### config.mk
export PLATFORM = sky130hd
export DESIGN_NAME = dot_paren_run_length_decoder
export DESIGN_NICKNAME = d
export VERILOG_FILES = /design/src/sv/dprld_pkg.sv /design/src/sv/dprld_front.sv /design/src/sv/dprld_queue.sv /design/src/sv/dot_paren_run_length_decoder.sv
export SDC_FILE = /design/constraint.sdc
export NUM_CORES = 1
export LEC_CHECK = 0
export BUFFER_PORTS_ARGS = -buffer_cell sky130_fd_sc_hd__buf_2
export CAP_MARGIN = 20
export CORE_MARGIN = 1
export CORE_UTILIZATION = 27
export DETAILED_ROUTE_END_ITERATION = 7
export PLACE_DENSITY = 0.43
export SLEW_MARGIN = 20
export SYNTH_ARGS = -nofsm -noshare
export SYNTH_HDL_FRONTEND = slang
export SYNTH_SLANG_ARGS = --single-unit
### constraint.sdc
create_clock -name clk -period 3.72 [get_ports clk]
set_input_delay 0.372 -clock clk [delete_from_list [all_inputs] [get_ports clk]]
set_output_delay 0.372 -clock clk [all_outputs]
set_load 0.02 [all_outputs]
### src/sv/dprld_pkg.sv
package dprld_pkg;

  // run symbols
  localparam logic [1:0] SYM_OPEN  = 2'd0;
  localparam logic [1:0] SYM_CLOSE = 2'd1;
  localparam logic [1:0] SYM_DOT   = 2'd2;
  localparam logic [1:0] SYM_PLUS  = 2'd3;

  // character codes
  localparam logic [7:0] CH_OPEN  = 8'h28;
  localparam logic [7:0] CH_CLOSE = 8'h29;
  localparam logic [7:0] CH_PLUS  = 8'h2B;
  localparam logic [7:0] CH_DOT   = 8'h2E;
  localparam logic [7:0] CH_ZERO  = 8'h30;
  localparam logic [7:0] CH_NINE  = 8'h39;

  // token queue between front and back
  localparam int QDEPTH  = 4;
  localparam int QPTR_W  = $clog2(QDEPTH);
  localparam int QCNT_W  = $clog2(QDEPTH + 1);

  typedef struct packed {
    logic [1:0]  symbol;
    logic [15:0] repeat_count;
    logic        run_present;
    logic        string_done;
    logic        bad_format;
  } result_t;

  // up to two tokens from one character, in order
  typedef struct packed {
    logic [1:0] n;
    result_t    r0;
    result_t    r1;
  } front_push_t;

  function automatic result_t mk_run(input logic [1:0] sym, input logic [15:0] cnt);
    result_t r;
    r.symbol       = sym;
    r.repeat_count = cnt;
    r.run_present  = 1'b1;
    r.string_done  = 1'b0;
    r.bad_format   = 1'b0;
    return r;
  endfunction

  function automatic result_t mk_empty();
    result_t r;
    r = '0;
    return r;
  endfunction

endpackage

### src/sv/dprld_front.sv
module dprld_front #(
  parameter int COUNT_BITS = 16
) (
  input  logic                 clk,
  input  logic                 rst_n,
  input  logic                 accept,
  input  logic [7:0]           char_code,
  input  logic                 end_of_string,
  output dprld_pkg::front_push_t push
);

  localparam int CW = COUNT_BITS;

  logic [1:0]    sym_r, sym_nxt;
  logic          pv_r, pv_nxt;
  logic          ds_r, ds_nxt;
  logic [CW-1:0] cnt_r, cnt_nxt;
  logic          err_r, err_nxt;

  logic          is_open, is_plus, is_digit;
  logic [1:0]    new_sym;
  logic [3:0]    digit;
  logic [CW+3:0] mul;
  logic          ovf;
  logic [CW-1:0] sat;

  logic [1:0]    sym_post;
  logic          pv_post, ds_post, err_post;
  logic [CW-1:0] cnt_post;

  logic [CW-1:0]  pre_eff, post_eff;
  logic [CW+15:0] pre_ext, post_ext;

  logic             tok_f, tok_p, tok_e;
  dprld_pkg::result_t t_f, t_p, t_e;
  dprld_pkg::front_push_t p;

  always_comb begin
    is_open = 1'b0;
    new_sym = dprld_pkg::SYM_OPEN;
    unique case (char_code)
      dprld_pkg::CH_OPEN: begin
        is_open = 1'b1;
        new_sym = dprld_pkg::SYM_OPEN;
      end
      dprld_pkg::CH_CLOSE: begin
        is_open = 1'b1;
        new_sym = dprld_pkg::SYM_CLOSE;
      end
      dprld_pkg::CH_DOT: begin
        is_open = 1'b1;
        new_sym = dprld_pkg::SYM_DOT;
      end
      default: begin
        is_open = 1'b0;
        new_sym = dprld_pkg::SYM_OPEN;
      end
    endcase
  end

  assign is_plus  = (char_code == dprld_pkg::CH_PLUS);
  assign is_digit = (char_code >= dprld_pkg::CH_ZERO) && (char_code <= dprld_pkg::CH_NINE);
  assign digit    = 4'(char_code - dprld_pkg::CH_ZERO);

  // count * 10 + digit, saturating
  assign mul = ({4'b0, cnt_r} << 3) + ({4'b0, cnt_r} << 1) + {{CW{1'b0}}, digit};
  assign ovf = |mul[CW+3:CW];
  assign sat = ovf ? {CW{1'b1}} : mul[CW-1:0];

  always_comb begin
    sym_post = sym_r;
    pv_post  = pv_r;
    ds_post  = ds_r;
    cnt_post = cnt_r;
    err_post = err_r;
    if (is_open) begin
      sym_post = new_sym;
      pv_post  = 1'b1;
      ds_post  = 1'b0;
      cnt_post = '0;
    end else if (is_plus) begin
      sym_post = dprld_pkg::SYM_OPEN;
      pv_post  = 1'b0;
      ds_post  = 1'b0;
      cnt_post = '0;
    end else if (is_digit) begin
      if (pv_r) begin
        cnt_post = sat;
        ds_post  = 1'b1;
        err_post = err_r | ovf;
      end else begin
        err_post = 1'b1;
      end
    end else begin
      err_post = 1'b1;
    end
  end

  // effective run length, cut to the 16-bit port
  assign pre_eff  = ds_r ? cnt_r : CW'(1);
  assign post_eff = ds_post ? cnt_post : CW'(1);
  assign pre_ext  = {16'b0, pre_eff};
  assign post_ext = {16'b0, post_eff};

  assign tok_f = pv_r && (is_open || is_plus);
  assign tok_p = is_plus;
  assign tok_e = pv_post && end_of_string;
  assign t_f   = dprld_pkg::mk_run(sym_r, pre_ext[15:0]);
  assign t_p   = dprld_pkg::mk_run(dprld_pkg::SYM_PLUS, 16'd1);
  assign t_e   = dprld_pkg::mk_run(sym_post, post_ext[15:0]);

  always_comb begin
    p.r0 = dprld_pkg::mk_empty();
    p.r1 = dprld_pkg::mk_empty();
    p.n  = 2'd0;
    if (tok_f) begin
      p.r0 = t_f;
      if (tok_p) begin
        p.r1 = t_p;
        p.n  = 2'd2;
      end else if (tok_e) begin
        p.r1 = t_e;
        p.n  = 2'd2;
      end else begin
        p.n  = 2'd1;
      end
    end else if (tok_p) begin
      p.r0 = t_p;
      p.n  = 2'd1;
    end else if (tok_e) begin
      p.r0 = t_e;
      p.n  = 2'd1;
    end
    if (end_of_string) begin
      if (p.n == 2'd2) begin
        p.r1.string_done = 1'b1;
        p.r1.bad_format  = err_post;
      end else begin
        p.n              = 2'd1;
        p.r0.string_done = 1'b1;
        p.r0.bad_format  = err_post;
      end
    end
    if (!accept) begin
      p.n = 2'd0;
    end
  end

  assign push = p;

  always_comb begin
    sym_nxt = sym_r;
    pv_nxt  = pv_r;
    ds_nxt  = ds_r;
    cnt_nxt = cnt_r;
    err_nxt = err_r;
    if (accept) begin
      if (end_of_string) begin
        sym_nxt = dprld_pkg::SYM_OPEN;
        pv_nxt  = 1'b0;
        ds_nxt  = 1'b0;
        cnt_nxt = '0;
        err_nxt = 1'b0;
      end else begin
        sym_nxt = sym_post;
        pv_nxt  = pv_post;
        ds_nxt  = ds_post;
        cnt_nxt = cnt_post;
        err_nxt = err_post;
      end
    end
  end

  always_ff @(posedge clk) begin
    if (!rst_n) begin
      sym_r <= dprld_pkg::SYM_OPEN;
      pv_r  <= 1'b0;
      ds_r  <= 1'b0;
      cnt_r <= '0;
      err_r <= 1'b0;
    end else begin
      sym_r <= sym_nxt;
      pv_r  <= pv_nxt;
      ds_r  <= ds_nxt;
      cnt_r <= cnt_nxt;
      err_r <= err_nxt;
    end
  end

endmodule

### src/sv/dprld_queue.sv
module dprld_queue (
  input  logic                   clk,
  input  logic                   rst_n,
  input  dprld_pkg::front_push_t push,
  input  logic                   pop,
  output dprld_pkg::result_t     head,
  output logic                   empty,
  output logic                   full
);

  dprld_pkg::result_t mem_r [dprld_pkg::QDEPTH];

  logic [dprld_pkg::QPTR_W-1:0] wr_ptr_r, wr_ptr_nxt;
  logic [dprld_pkg::QPTR_W-1:0] rd_ptr_r, rd_ptr_nxt;
  logic [dprld_pkg::QCNT_W-1:0] cnt_r, cnt_nxt;
  logic                         do_pop;
  logic [dprld_pkg::QPTR_W-1:0] wr_ptr_1;

  assign empty    = (cnt_r == '0);
  // room for two tokens must be there before a character is taken
  assign full     = (cnt_r > dprld_pkg::QCNT_W'(dprld_pkg::QDEPTH - 2));
  assign head     = mem_r[rd_ptr_r];
  assign do_pop   = pop && !empty;
  assign wr_ptr_1 = wr_ptr_r + 1'b1;

  always_comb begin
    wr_ptr_nxt = wr_ptr_r + dprld_pkg::QPTR_W'(push.n);
    rd_ptr_nxt = rd_ptr_r + dprld_pkg::QPTR_W'(do_pop);
    cnt_nxt    = cnt_r + dprld_pkg::QCNT_W'(push.n) - dprld_pkg::QCNT_W'(do_pop);
  end

  always_ff @(posedge clk) begin
    if (push.n != 2'd0) begin
      mem_r[wr_ptr_r] <= push.r0;
    end
    if (push.n == 2'd2) begin
      mem_r[wr_ptr_1] <= push.r1;
    end
  end

  always_ff @(posedge clk) begin
    if (!rst_n) begin
      wr_ptr_r <= '0;
      rd_ptr_r <= '0;
      cnt_r    <= '0;
    end else begin
      wr_ptr_r <= wr_ptr_nxt;
      rd_ptr_r <= rd_ptr_nxt;
      cnt_r    <= cnt_nxt;
    end
  end

endmodule

### src/sv/dot_paren_run_length_decoder.sv
// a character's tokens are registered in the queue and shown from its head
// throughput: one character per cycle while the token queue has room for two tokens;
//   results leave at one per cycle while out_pop is asserted, so strings that average
//   more than one token per character are paced by the single result port
// reset: rst_n synchronous active low, clears the open run, the error flag and the queue
module dot_paren_run_length_decoder #(
  parameter int COUNT_BITS = 16
) (
  input  logic        clk,
  input  logic        rst_n,
  // input channel
  input  logic        in_push,
  output logic        in_full,
  input  logic [7:0]  in_char_code,
  input  logic        in_end_of_string,
  // result channel
  output logic        out_empty,
  input  logic        out_pop,
  output logic [1:0]  out_symbol,
  output logic [15:0] out_repeat_count,
  output logic        out_run_present,
  output logic        out_string_done,
  output logic        out_bad_format
);

  logic                   in_accept;
  dprld_pkg::front_push_t push;
  dprld_pkg::result_t     head;

  // an input transaction completes when the queue can take two tokens
  assign in_accept = in_push && !in_full;

  // front: classifies the character, keeps the open run and its count,
  // and forms zero, one or two tokens
  dprld_front #(
    .COUNT_BITS (COUNT_BITS)
  ) u_front (
    .clk           (clk),
    .rst_n         (rst_n),
    .accept        (in_accept),
    .char_code     (in_char_code),
    .end_of_string (in_end_of_string),
    .push          (push)
  );

  // back: token queue whose head drives the result ports
  dprld_queue u_queue (
    .clk   (clk),
    .rst_n (rst_n),
    .push  (push),
    .pop   (out_pop),
    .head  (head),
    .empty (out_empty),
    .full  (in_full)
  );

  // result fields straight from the queue head
  assign out_symbol       = head.symbol;
  assign out_repeat_count = head.repeat_count;
  assign out_run_present  = head.run_present;
  assign out_string_done  = head.string_done;
  assign out_bad_format   = head.bad_format;

endmodule

==> results of run 1 <==
registers in the layout, indices dropped and copies added (netlist names):
register          cells
u_queue.mem_r        84
u_queue.cnt_r         3
u_queue.rd_ptr_r      2
u_front.sym_r         2
u_front.err_r         1
u_front.cnt_r        16
u_queue.wr_ptr_r      2
u_front.ds_r          1
u_front.pv_r          1
synth_stat cells (2+ instances only):
master / n
a211oi_1: 5
a21boi_0: 5
a21o_1: 18
a21oi_1: 26
a22oi_1: 11
a31oi_1: 2
a32oi_1: 2
and2_1: 7
and3_1: 5
and3_2: 2
and4_2: 2
buf_1: 5
buf_2: 6
buf_6: 2
clkbuf_1: 9
clkbuf_2: 2
dfxtp_1: 28
edfxtp_1: 84
fa_1: 3
ha_1: 36
inv_1: 20
mux4_2: 21
nand2_1: 59
nand2b_1: 9
nand3_1: 12
nand4_1: 6
nor2_1: 72
nor2_2: 3
nor2b_1: 3
nor3_1: 10
nor3_4: 2
nor4_1: 2
o2111ai_1: 3
o211ai_1: 3
o21a_1: 3
o21ai_0: 25
o21ai_1: 4
o221a_2: 2
o221a_4: 2
o221ai_1: 12
o22ai_1: 13
o22ai_2: 4
or3_1: 4
xnor2_1: 14
xor2_1: 5
per-stage QoR:
stage	instance area, um2	worst slack (ns)	hold slack (ns)
after floorplan	6610	0.450	0.464
after global routing	7570	-0.00366	0.379
after CTS	7510	0.0265	0.376
final	7570	0.192	0.385
after detailed placement	7240	-0.0422	0.507
after global placement	7240	-0.00368	0.499
worst reg2reg max path: stages, from the launching register on:
cell and delay (ns):
dfxtp_1 0.43, inv_1 0.08, fa_1 0.53, inv_1 0.06
ha_1 0.28, a21o_1 0.20, nand4_1 0.18, a211oi_2 0.14
or4_1 0.50, a32oi_1 0.19, nand4_1 0.22, a22oi_2 0.24
buf_4 0.17, nor2_1 0.05
power by group through the flow:
stage | Combinational [uW] | Clock [uW] | Sequential, uW
CTS | 718 | 904 | 1460
floorplan | 524 | 0 | 1440
detailed placement | 716 | 0 | 1480
global route | 776 | 953 | 1460
finish | 701 | 887 | 1450
global placement | 714 | 0 | 1480
cell type report:
type                       count  share of cell area, %
multi-input combinational    442                   44.5
clock buffer                   9                   2.97
sequential                   112                   40.7
clock inverter                 7                  0.479
inverter                      20                  0.992
tap                          319                   5.27
timing repair buffer          61                   5.06
worst paths after layout:
path | from | endpoint
max | u_front.cnt_r[2] | u_queue.mem_r[2][18]
min reg2reg | u_front.cnt_r[6] | u_front.cnt_r[6]
max reg2reg | u_front.cnt_r[2] | u_queue.mem_r[2][18]
min | rst_n | u_queue.rd_ptr_r[0]
per-layer routing:
metal	global-route usage (%)	wire [um]	up-vias	part of all wire, %
li1	-	-	2372	-
met1	21.4	8880	2408	50
met2	24.5	8170	79	46
met3	1.50	552	14	3.1
met4	4.62	228	0	1.3
met5	0	0	-	0
kinds of logic after synthesis:
| kind of cell | Yosys count | share of synthesized area, % |
|---|---|---|
| compound gates | 154 | 16.8 |
| xor+xnor | 20 | 2.76 |
| fa+ha+maj | 39 | 7.72 |
| buf+inv | 46 | 3.20 |
| flops | 112 | 46.6 |
| mux | 22 | 7.31 |
| simple gates | 207 | 15.5 |
timing repair:
item / CTS / global route
pin swaps: 0 / 4
hold buffers: 0 / 0
hold endpoints to repair: 0 / 0
buffers inserted: 0 / 2
gates resized for setup: 1 / 9
endpoints found under the setup margin: 3 / 67
==> reports/qor.txt, run 1 <==
Syn_area_per_cell: 11.0 um2
Async S/R FF share, synth: 0%
Synth cell types: 72
FP Rows: 56
Final hold vios: 0
Max incr delay on CP: 0.53 ns
Final core occ: 31.9%
Max Freq: 0.283 GHz
CTS sink count: 112
Total die area: 25100 um2
TritonRoute pass-1 iters: 5
Synthesized Nets: 652
Root Driver: clkbuf_16
Final Total Pwr: 3040 uW
Clk_skew: 0.00940 ns
Crit path cell chain: inv_1 > fa_1 > inv_1 > ha_1 > a21o_1 > nand4_1 > a211oi_2 > or4_1 > a32oi_1 > nand4_1 > a22oi_2 > buf_4 > nor2_1
Post-Route WL: 17800 um
Initial antenna violation count: 0
Antenna diode count: 0
Detailed Route Iter0 Violations: 294
CTS Buffer Depth: 2
Worst R2R Path Depth: 13
Routed via count: 4873
Worst Setup Start Kind: register
Tot GR Track Use: 15.2%
Port bufs: 35
Reg2Reg Setup Slack: 0.19 ns
Sw Pwr: 896 uW
Vias in the first global route: 4931
Critical path depth in cells: 13
Reg area: 3080 um2
Total gr overflow: 0
Worst relative slew slack: 36.8%
Register bit total from synthesis: 112
Slowest-stage cell, CP: fa_1
Synthesized netlist cell count: 600
Die H: 158 um
Register share of total power: 47.7%
Pleak: 0.00289 uW
Yosys warns: 0
Worst hold path type: input port to register
Register clock-pin slew on the reported worst setup and hold paths: 0.07 ns
Starting Density: 27.8%
Clk_lat worst skew: 0.35 ns
Post-Syn Area: 6610 um2
Maximum vdd ir drop: 205 uV
Crit path buf inv count: 3
Width of the die: 158 um
Commonest non-fill, non-tap cells in the layout: edfxtp_1, nor2_1, nand2_1
H-tree depth: 3
Fillers: 2420
Fin crit share: 94.9%
Critical path class: register to register
Biggest area consumer among synthesized cells: edfxtp_1
Core area: 23800 um2
Setup violators final: 0
Sw Share: 29.5%
Placed Instances: 952
Clock share of power: 29.2%
Area of the multi-input gates: 3370 um2
Req. time, crit path: 3.81 ns
EDFF count, synth: 84
Fin. max-slew vios: 0
Status: finished clean
Delay-heaviest family, CP: simple AND/OR/NAND/NOR gates
Largest net degree at the start of global routing: 23
Vias per Instance: 5.02
CP endpoint kind: register
Setup TNS: 0 ns
Post-route insts no fill: 970
Post-route DRC violation count: 0
Synth Flop Type: edfxtp_1
DR WL/cell: 18.4 um
Worst-Margin Slew: 0.945 ns
Hold-critical path depth: 2
Placer congestion estimate: 0.817
Max Cap Violations: 0
Layout cells sized above 1: 21.4%
Max Fanout on Critical Path: 5
Pwr Density: 401 nW/um2
Commonest non-fill, non-tap cell in the layout: edfxtp_1
Ports: 36
First-pass GRT wire length: 28600 um
Comb power frac: 23.1%
Seq/Total Area, Yosys: 46.6%
Post-DP HPWL: 13200 um
Main area contributors after synthesis: edfxtp_1, dfxtp_1, mux4_2
Num CTS Buffers: 9
Internal Power: 2140 uW
CTS tree: built
Syn-to-layout area delta: 14.6%
Final #Nets: 698
Clock period minus worst slack: 3.53 ns
Antenna-violating nets left: 0
Worst Path Arrival: 3.62 ns
Area fraction of the dominant cell type after synthesis: 38.2%
(Power assumes the default switching activity.)
==> inputs of run 2 (changes only) <==
--- a/config.mk
+++ b/config.mk
@@ -7,10 +7,8 @@
 export LEC_CHECK = 0
 export BUFFER_PORTS_ARGS = -buffer_cell sky130_fd_sc_hd__buf_2
 export CAP_MARGIN = 20
-export CORE_MARGIN = 1
 export CORE_UTILIZATION = 27
 export DETAILED_ROUTE_END_ITERATION = 7
-export PLACE_DENSITY = 0.43
 export SLEW_MARGIN = 20
 export SYNTH_ARGS = -nofsm -noshare
 export SYNTH_HDL_FRONTEND = slang
==> run 2 against run 1 <==
Sequential power barely moved. Total power rose by 5.1%. Critical path depth fell by 1. Clock power rose by 20%. Global-route usage fell by 1.5 points. Utilization rose by 0.28 points. Sequential share of layout area fell by 0.38 points. Cell count fell by 0.10%. First-iteration DRC count rose by 8.2%. Via count rose by 2.1%.
==> reports/qor.txt, run 2 (synthesis results as in run 1) <==
Setup violators final: 0 (unchanged)
Placed Instances: 951 (was 952)
Maximum vdd ir drop: 221 uV (was 205 uV)
Largest register FFs: 84 (unchanged)
Most flops, register: u_queue.mem_r (unchanged)
FP Rows: 56 (unchanged)
Sw Pwr: 907 uW (was 896 uW)
CTS Hold Bufs: 0 (unchanged)
Total die area: 25100 um2 (unchanged)
Antenna-violating nets left: 0 (unchanged)
Post-Route WL: 16500 um (was 17800 um)
DR WL/cell: 17.0 um (was 18.4 um)
Vias per Instance: 5.13 (was 5.02)
Pwr Density: 418 nW/um2 (was 401 nW/um2)
Final core occ: 32.2% (was 31.9%)
Final Total Pwr: 3190 uW (was 3040 uW)
Starting Density: 27.8% (unchanged)
Placer congestion estimate: 0.824 (was 0.817)
TritonRoute pass-1 iters: 5 (unchanged)
Fin. max-slew vios: 0 (unchanged)
Commonest non-fill, non-tap cell in the layout: edfxtp_1 (unchanged)
Clk_lat worst skew: 0.35 ns (about the same)
Final #Nets: 697 (was 698)
Vias in the first global route: 4814 (was 4931)
Pleak: 0.00292 uW (was 0.00289 uW)
Final hold vios: 0 (unchanged)
H-tree depth: 3 (unchanged)
Worst relative slew slack: 40.3% (was 36.8%)
Critical path class: register to register (unchanged)
Max Fanout on Critical Path: 21 (was 5)
Ports: 36 (unchanged)
Routed via count: 4975 (was 4873)
Sw Share: 28.4% (was 29.5%)
RSZ-0062 raised after global routing: false
Syn-to-layout area delta: 15.6% (was 14.6%)
Layout cells sized above 1: 21.7% (was 21.4%)
Num CTS Buffers: 9 (unchanged)
Clock period minus worst slack: 3.51 ns (was 3.53 ns)
CTS Buffer Depth: 2 (unchanged)
Die H: 158 um (unchanged)
Clock share of power: 33.3% (was 29.2%)
Comb power frac: 22.2% (was 23.1%)
Register clock-pin slew on the reported worst setup and hold paths: 0.08 ns (was 0.07 ns)
Top flop regs: u_queue.mem_r x84, u_front.cnt_r x16, u_queue.cnt_r x3 (unchanged)
Worst Path Arrival: 3.60 ns (was 3.62 ns)
Worst hold path type: input port to register (unchanged)
CTS sink count: 112 (unchanged)
Initial antenna violation count: 1 (was 0)
CP endpoint kind: register (unchanged)
Width of the die: 158 um (unchanged)
Root Driver: clkbuf_16 (unchanged)
Register share of total power: 44.6% (was 47.7%)
Total gr overflow: 0 (unchanged)
Req. time, crit path: 3.81 ns (about the same)
Post-route DRC violation count: 0 (unchanged)
Internal Power: 2290 uW (was 2140 uW)
Worst-Margin Slew: 0.892 ns (was 0.945 ns)
CTS tree: built (unchanged)
Status: finished clean (unchanged)
Core area: 23800 um2 (unchanged)
Antenna diode count: 0 (unchanged)
Max Freq: 0.285 GHz (was 0.283 GHz)
Max Cap Violations: 0 (unchanged)
Tot GR Track Use: 13.7% (was 15.2%)
Setup TNS: 0 ns (unchanged)
Detailed Route Iter0 Violations: 318 (was 294)
Commonest non-fill, non-tap cells in the layout: edfxtp_1, nor2_1, nand2_1 (unchanged)
Worst Setup Start Kind: register (unchanged)
Post-DP HPWL: 11900 um (was 13200 um)
Port bufs: 35 (unchanged)
First-pass GRT wire length: 26100 um (was 28600 um)
Fin crit share: 94.3% (was 94.9%)
Clk_skew: 0.00772 ns (was 0.00940 ns)
Largest net degree at the start of global routing: 23 (unchanged)
Design Area, Final: 7640 um2 (was 7570 um2)
Placed cell area: 7240 um2 (about the same)
Post-route insts no fill: 969 (was 970)
==> run 2: cell types whose count changed in the layout (fill, tap and decap cells not counted), sizes merged <==
cell,change
clkinvlp,-1
bufinv,+2
inv,+2
clkinv,-3
buf,-1
==> run 2: worst max-delay path, cell delays in order (launching register included) <==
cell,delay [ns]
dfxtp_1,0.39
inv_1,0.12
fa_1,0.52
fa_1,0.47
nand2b_1,0.20
a21oi_2,0.21
o2111ai_1,0.15
nand3_1,0.13
xnor2_1,0.28
nand4_2,0.21
buf_12,0.20
o22ai_2,0.27
nor2_1,0.09
==> run 2: layout make-up <==
| type | instances | area [um2] |
|---|---|---|
| clock inverter | 7 | 101 |
| multi-input combinational | 442 | 3370 |
| sequential | 112 | 3080 |
| clock buffer | 9 | 225 |
| inverter | 20 | 75.1 |
| fill | 2389 | 16100 |
| timing repair buffer | 60 | 388 |
| tap | 319 | 399 |
==> run 2: metrics by stage <==
| stage | setup WS, ns | hold slack (ns) |
|---|---|---|
| 5_1_grt | 0.00307 | 0.374 |
| 2_1_floorplan | 0.450 | 0.464 |
| 4_1_cts | 0.132 | 0.367 |
| 3_3_place_gp | 0.160 | 0.486 |
| 6_report | 0.213 | 0.380 |
| 3_5_place_dp | 0.0684 | 0.493 |
==> run 2: power by group through the flow <==
stage                     clock network [uW]  registers [uW]  logic [uW]
after CTS                               1090            1420         726
after floorplan                            0            1440         524
after detailed placement                   0            1450         723
after global routing                    1130            1430         780
after global placement                     0            1450         715
final                                   1060            1420         708
==> run 2: worst paths after layout <==
| path | start | end | cells past startpoint | slack, ns |
|---|---|---|---|---|
| setup / recovery | u_front.cnt_r[0] | u_queue.mem_r[3][5] | 12 | 0.21 |
| hold / removal | rst_n | u_queue.wr_ptr_r[0] | 2 | 0.38 |
| setup reg to reg | u_front.cnt_r[0] | u_queue.mem_r[3][5] | 12 | 0.21 |
| hold reg to reg | u_front.cnt_r[4] | u_front.cnt_r[4] | 2 | 0.52 |
==> run 2: layer usage <==
metal,track usage [%],share of wire (%),vias to the layer above
li1,-,-,2374
met1,18.2,46,2443
met2,22.9,48,140
met3,1.91,5.3,16
met4,4.08,1.2,2
met5,0,0.079,-
==> run 2: timing repair <==
action / CTS / global route
gates resized for setup: 0 / 9
hold endpoints to repair: 0 / 0
setup endpoints to repair: 0 / 63
setup buffers: 0 / 2
